### config.mk
export PLATFORM = sky130hd
export DESIGN_NAME = ptrd_ctrl
export DESIGN_NICKNAME = d
export VERILOG_FILES = /design/src/sv/ptrd_pkg.sv /design/src/sv/ptrd_ctrl.sv
export SDC_FILE = /design/constraint.sdc
export NUM_CORES = 1
export LEC_CHECK = 0
export ABC_AREA = 1
export BUFFER_PORTS_ARGS = -buffer_cell sky130_fd_sc_hd__buf_2
export CAP_MARGIN = 20
export CORE_MARGIN = 5
export CORE_UTILIZATION = 50
export CTS_CLUSTER_SIZE = 24
export DETAILED_ROUTE_END_ITERATION = 16
export HOLD_SLACK_MARGIN = 0.03
export PLACE_DENSITY_LB_ADDON = 0.2
export SLEW_MARGIN = 20
export SYNTH_ARGS = -nofsm -noshare
export SYNTH_HDL_FRONTEND = slang
export SYNTH_SLANG_ARGS = --single-unit
export TNS_END_PERCENT = 1
### constraint.sdc
create_clock -name i_clk -period 1.88 [get_ports i_clk]
set_clock_uncertainty 0.05 [all_clocks]
set_input_delay 0.376 -clock i_clk [delete_from_list [all_inputs] [get_ports i_clk]]
set_output_delay 0.376 -clock i_clk [all_outputs]
set_load 0.01 [all_outputs]
### src/sv/ptrd_pkg.sv
// ----------------------------------------------------------------------------
// ptrd_pkg
// Shared types, constants and helper functions of the planar tile row decoder.
// ----------------------------------------------------------------------------
package ptrd_pkg;

    localparam int VRAM_ADDR_BITS = 16;
    localparam int VRAM_DEPTH     = 1 << VRAM_ADDR_BITS;

    // Configuration register indexes.
    localparam logic [2:0] REG_SCREEN_MODE  = 3'd0;
    localparam logic [2:0] REG_LAYER        = 3'd1;
    localparam logic [2:0] REG_DEPTH_SELECT = 3'd2;
    localparam logic [2:0] REG_BIG_TILES    = 3'd3;
    localparam logic [2:0] REG_TILE_BASE    = 3'd4;

    // Depth select codes.
    localparam logic [2:0] DSEL_2BPP  = 3'd0;
    localparam logic [2:0] DSEL_4BPP  = 3'd1;
    localparam logic [2:0] DSEL_8BPP  = 3'd2;
    localparam logic [2:0] DSEL_MODE7 = 3'd3;

    localparam logic [2:0] MODE_7 = 3'd7;

    // Input commands.
    localparam logic CMD_WRITE  = 1'b0;
    localparam logic CMD_RENDER = 1'b1;

    typedef enum logic [1:0] {
        DEPTH_NONE = 2'd0,
        DEPTH_2    = 2'd1,
        DEPTH_4    = 2'd2,
        DEPTH_8    = 2'd3
    } t_depth;

    typedef enum logic [3:0] {
        ST_IDLE,
        ST_MAP_LO,
        ST_MAP_HI,
        ST_ENTRY,
        ST_FETCH,
        ST_FETCH_WAIT,
        ST_DECODE,
        ST_OUTPUT
    } t_state;

    // Commands from the controller to the datapath.
    typedef struct packed {
        logic       load_cmd;     // capture the input beat
        logic       vram_write;   // write the captured byte
        logic       rd_map_lo;    // read low map byte
        logic       rd_map_hi;    // read high map byte
        logic       cap_map_lo;   // capture low map byte
        logic       cap_map_hi;   // capture high map byte
        logic       calc_base;    // compute character row address
        logic       rd_plane;     // read plane byte at fetch index
        logic       cap_plane;    // store returned plane byte
        logic [2:0] plane_idx;    // fetch index being read
        logic [2:0] cap_idx;      // fetch index being captured
        logic       decode;       // form the output row
        logic       blank;        // all-transparent row
    } t_ctrl;

    // Status from the datapath.
    typedef struct packed {
        logic       is_render;
        logic       mode7;
        t_depth     depth;
    } t_stat;

    // Depth from the mode/layer table.
    function automatic t_depth depth_lookup(input logic [2:0] mode, input logic [1:0] lay);
        t_depth d;
        d = DEPTH_NONE;
        unique case (mode)
            3'd0: d = DEPTH_2;
            3'd1: d = (lay == 2'd3) ? DEPTH_NONE : (lay == 2'd2) ? DEPTH_2 : DEPTH_4;
            3'd2: d = (lay[1]) ? DEPTH_NONE : DEPTH_4;
            3'd3: d = (lay[1]) ? DEPTH_NONE : (lay[0] ? DEPTH_4 : DEPTH_8);
            3'd4: d = (lay[1]) ? DEPTH_NONE : (lay[0] ? DEPTH_2 : DEPTH_8);
            3'd5: d = (lay[1]) ? DEPTH_NONE : (lay[0] ? DEPTH_2 : DEPTH_4);
            3'd6: d = (lay == 2'd0) ? DEPTH_4 : DEPTH_NONE;
            default: d = DEPTH_NONE;
        endcase
        return d;
    endfunction

    // Number of bytes to fetch for one row.
    function automatic logic [3:0] fetch_count(input logic m7, input t_depth d);
        logic [3:0] n;
        n = 4'd2;
        if (m7) begin
            n = 4'd8;
        end else begin
            unique case (d)
                DEPTH_8: n = 4'd8;
                DEPTH_4: n = 4'd4;
                default: n = 4'd2;
            endcase
        end
        return n;
    endfunction

endpackage

### src/sv/ptrd_ctrl.sv
// ----------------------------------------------------------------------------
// ptrd_ctrl
// Sequencer for write and render commands and the output handshake.
// ----------------------------------------------------------------------------
module ptrd_ctrl (
    input  logic            i_clk,
    input  logic            i_rst_n,
    input  logic            i_in_valid,
    output logic            o_in_ready,
    output logic            o_out_valid,
    input  logic            i_out_ready,
    input  ptrd_pkg::t_stat i_stat,
    output ptrd_pkg::t_ctrl o_ctrl
);
    import ptrd_pkg::*;

    t_state     r_state, n_state;
    logic [3:0] r_idx, n_idx;
    logic [3:0] w_count;

    assign w_count = fetch_count(i_stat.mode7, i_stat.depth);

    always_ff @(posedge i_clk) begin
        if (!i_rst_n) begin
            r_state <= ST_IDLE;
            r_idx   <= '0;
        end else begin
            r_state <= n_state;
            r_idx   <= n_idx;
        end
    end

    // Next state and commands.
    always_comb begin
        n_state     = r_state;
        n_idx       = r_idx;
        o_ctrl      = '0;
        o_in_ready  = 1'b0;
        o_out_valid = 1'b0;
        o_ctrl.plane_idx = r_idx[2:0];
        o_ctrl.cap_idx   = 3'(r_idx - 4'd1);
        unique case (r_state)
            ST_IDLE: begin
                o_in_ready = 1'b1;
                if (i_in_valid) begin
                    o_ctrl.load_cmd = 1'b1;
                    n_state = ST_MAP_LO;
                end
            end
            ST_MAP_LO: begin
                if (!i_stat.is_render) begin
                    o_ctrl.vram_write = 1'b1;
                    n_state = ST_IDLE;
                end else if (!i_stat.mode7 && i_stat.depth == DEPTH_NONE) begin
                    o_ctrl.blank = 1'b1;
                    n_state = ST_OUTPUT;
                end else begin
                    o_ctrl.rd_map_lo = 1'b1;
                    n_state = ST_MAP_HI;
                end
            end
            ST_MAP_HI: begin
                o_ctrl.cap_map_lo = 1'b1;
                o_ctrl.rd_map_hi  = 1'b1;
                n_state = ST_ENTRY;
            end
            ST_ENTRY: begin
                o_ctrl.cap_map_hi = 1'b1;
                n_idx   = '0;
                n_state = ST_FETCH;
            end
            ST_FETCH: begin
                // This state computes the row address; the plane reads follow in FETCH_WAIT.
                o_ctrl.calc_base = 1'b1;
                n_state = ST_FETCH_WAIT;
            end
            ST_FETCH_WAIT: begin
                if (r_idx != 4'd0) o_ctrl.cap_plane = 1'b1;
                if (r_idx == w_count) begin
                    n_state = ST_DECODE;
                end else begin
                    o_ctrl.rd_plane = 1'b1;
                    n_idx = r_idx + 4'd1;
                end
            end
            ST_DECODE: begin
                o_ctrl.decode = 1'b1;
                n_state = ST_OUTPUT;
            end
            ST_OUTPUT: begin
                o_out_valid = 1'b1;
                if (i_out_ready) n_state = ST_IDLE;
            end
            default: n_state = ST_IDLE;
        endcase
    end

endmodule

After elaboration in Yosys (flattened, before gate mapping)

Cells that the tools add are included.

$add $sub $neg: 2
Eq/ne operators: 14
Multiplexer cells: 28
Reductions and logical operators: 8

Operator list:

| cell                                                 | number |
|---|---|
| one-hot mux 4 bit (8 select lines)                   | 1 |
| 2-to-1 mux 4 bit                                     | 6 |
| equality test 4 x 3 -> 1 bit (second input constant) | 4 |
| one-hot mux 4 bit (2 select lines)                   | 2 |
| 2-to-1 mux 1 bit                                     | 15 |
| equality test 4 x 2 -> 1 bit (second input constant) | 2 |
| != test 2 bit (second input constant)                | 4 |
| 2-to-1 mux 2 bit                                     | 3 |
| adder 4 x 1 -> 4 bit (second input constant)         | 1 |
| equality test 2 bit (second input constant)          | 2 |
| equality test 4 x 1 -> 1 bit (second input constant) | 1 |
| equality test 4 bit                                  | 1 |
| zero test 4 bit                                      | 1 |
| nonzero test 4 bit                                   | 1 |
| 2-to-1 mux 3 bit                                     | 1 |
| AND reduction 3 bit                                  | 1 |
| subtractor 3 x 1 -> 3 bit (second input constant)    | 1 |
| zero test 2 bit                                      | 1 |
| AND reduction 2 bit                                  | 1 |
| nonzero test 2 bit                                   | 1 |
| logical AND 1 bit                                    | 1 |
| zero test 1 bit                                      | 1 |

Register bits after elaboration: 8
Input bits: 8
Output and inout bits: 19
Word-level logic and storage cells: 54

Logic depth before layout (Yosys ltp)

Word-level depth: 6
Mapped depth: 10

Worst setup path after synthesis

OpenSTA, ideal clock, no wires.

Path type: flip-flop to output port
Start point: register r_state[1]
End point: output o_ctrl[13] (netlist name)
Arrival: 1.016 ns
Setup slack: 0.438 ns
Stages on the path, launching flop included: 4
Path buffers: 1
Cell sequence: dfxtp_1 > nand2_1 > nor2_1 > buf_4

RTL lines:

| element                | RTL line        | RTL |
|---|---|---|
| start, declared        | ptrd_ctrl.sv:17 | `t_state r_state, n_state;` |
| start signal, assigned | ptrd_ctrl.sv:28 | `r_state <= n_state;` |
| end, declared          | ptrd_ctrl.sv:13 | `output ptrd_pkg::t_ctrl o_ctrl` |

==> run metrics <==
H-tree lvl count=1; Area Overhead vs Synth=23.4%; Synthesis Warnings=0; drt drc=0; vias per std cell=5.05; period utilisation layout=0.905; crit-path max cell delay=a little under 400 ps; num ports=27; Sinks on Clock Net=7; RR Endpoint=r_state[1]; crit start category=flip-flop; initial antenna violation count=0; grt total ovfl=0; reg-to-reg startpoint=r_state[2]; R2R Setup Slk=480 ps; Die X=46.8 um; Critical Path RT=1450 ps; Post-synth top flop=dfxtp_1; Final Setup Violations=0; hold path startpoint=i_rst_n; Total Wirelength=1470 um; r2r worst-path depth=7; post-route ant nets=0; wire per inst=between 9 and 10 um; worst-skew pair later-pin latency=240 ps; CTS tree=yes; Leakage=0.000450 uW; Mapped Cells=105; first-pass GRT wire length=2500 um; CP max FO=5; Filler cells=124; total power=568 uW; WP buf/inv=2; Crit. End Element=output port; worst slew pin tran=301 ps; core area=1280 um^2; Fmax achieved=588 MHz; Hold Vio Cnt, Final=0; CTS max path bufs=2; crit path cell chain=inv_1 -> ha_1 -> a31oi_1 -> buf_2; share of cells above drive strength 1=0.417; DR pass1 iterations=4; Slew headroom=0.798; WHS Endpoint=r_state[1]; Die Ht=46.8 um; routability cong.=0.815; vias in the first global route=640; synth top area cells=dfxtp_1 (21%), nand2_1 (11%), nor2_1 (8.3%); Final Max Slew Viols=0; Mean Syn Cell Area=6.46 um^2; status=complete, no violations; die area=2190 um^2; # diodes=0; Post-synth EDFFs=0; setup tns final=0 ps; FP Rows=13; Yosys top cell area share=0.207; Hold Path Class=in -> reg; worst IR drop on VDD=428 uV; Top delay family on crit path=flip-flops; count of cell types in the netlist=25; syn nets=115; total CTS buffers=3; slowest cell on the critical path=dfxtp_1; Async SR Flop Fraction=0; pin count of the biggest net entering global routing=10; Initial Util=0.528; Worst Hold Slack=323 ps; Hold Path Depth=3; CTS Hold Bufs=0; PD cells=679 nW/um^2; RSZ-0062 raised after global routing=false; Initial DRC Count=12; Reg clk slew, reported paths=50 ps; WP data arrival=around 1300 ps; post-DP HPWL=1260 um; area leader, netlist=dfxtp_1; kind of critical path=reg -> out; Layout Nets=~140; cell area after synthesis=a little under 700 um^2; Seq/Total Area, Yosys=0.207; crit path time final=approximately 1700 ps; GRT Total Usage=0.157; Clock Tree Root=clkbuf_4; IO buf count=26; #FFs+latches synth=7; via count=743; Max-Cap Viols=0
-- registers in the layout, summed over array words and instances, names as in the netlist --
signal / count
r_state: 3
r_idx: 4
-- cell usage in the layout (no fill, tap or decap), drive strengths merged --
master	count
a21oi	7
a31oi	1
buf	28
clkbuf	4
clkinv	1
dfxtp	7
ha	2
inv	16
nand2	25
nand3	12
nor2	18
nor3	4
o21ai	3
or2	1
xnor2	1
xor2	2
-- cell families (layout without fill, tap and decap cells) --
logic type                 after synthesis  count (layout)  share of synthesized area
DFF                                      7               7                      0.207
and+or+nand+nor                         60              60                      0.465
xor gates and xnor gates                 3               3                     0.0388
buffers and inverters                   22              49                      0.153
adders and majority gates                2               2                     0.0369
AOI/OAI and AO/OA                       11              11                     0.0996
-- timing repair --
item | 4_1_cts | 5_1_grt
resized for setup | 0 | 3
setup buffers | 0 | 1
hold endpoints to repair | 0 | 0
setup endpoints to repair | 0 | 1
-- routing by layer --
| metal | global-route usage | share of wire | wire, um | vias up |
|---|---|---|---|---|
| met2 | 0.247 | 0.48 | 697 | 24 |
| met3 | 0.0115 | 0.083 | 122 | 4 |
| met5 | 0 | 0 | 0 | - |
| met1 | 0.203 | 0.42 | 622 | 334 |
| met4 | 0.105 | 0.016 | 24 | 0 |
| li1 | - | - | - | 381 |
-- Yosys cell counts, types with 2 or more instances --
| library cell | instances |
|---|---|
| nand2_1 | 19 |
| nor2_1 | 15 |
| inv_1 | 12 |
| nand3_1 | 9 |
| dfxtp_1 | 7 |
| a21oi_1 | 6 |
| buf_4 | 4 |
| inv_2 | 4 |
| nand2_2 | 4 |
| nor3_1 | 4 |
| ha_1 | 2 |
| nand2_4 | 2 |
| nand3_2 | 2 |
| nor2_4 | 2 |
| o21ai_2 | 2 |
| xor2_1 | 2 |
-- layout make-up --
cell class	instances	area [um^2]	share of cell area
Multi-Input combinational cell	76	434	0.519
Timing Repair Buffer	28	145	0.173
Sequential cell	7	144	0.172
Inverter	17	68.8	0.0822
Clock buffer	4	26.3	0.0314
Tap cell	15	18.8	0.0224
-- stage by stage --
step | cells | utilization | cell area [um^2] | setup slack (ps)
finish | 147 | 0.651 | 837 | 179
global route | 147 | 0.651 | 837 | 48.8
CTS | 146 | 0.643 | 826 | 58.7
detailed placement | 142 | 0.622 | 800 | 227
global placement | 142 | 0.622 | 800 | 246
floorplan | 105 | - | 678 | 438
-- power breakdown --
part           internal, uW  switching (uW)
logic                   102             143
registers               166            31.0
clock network          80.4            45.5
-- how the worst max path moves through the flow --
| stage | startpoint | to | slack, ps | cells after the start |
|---|---|---|---|---|
| floorplan | r_state[1] | o_ctrl[13] | 440 | 3 |
| global placement | i_stat[1] | o_ctrl[9] | 250 | 8 |
| detailed placement | i_stat[1] | o_ctrl[9] | 230 | 8 |
| CTS | r_state[0] | o_ctrl[9] | 60 | 7 |
| global route | r_idx[0] | o_ctrl[8] | 50 | 4 |
| finish | r_idx[0] | o_ctrl[8] | 180 | 4 |
-- worst register-to-register path, cell delays in order, from the launching register on --
cell and delay, ps:
dfxtp_1 480, inv_2 140, nand2_2 120, nor2_2 50, nor3_1 250, nand3_2 100
nand2_1 60, nor2_1 40
(Power assumes the default switching activity.)
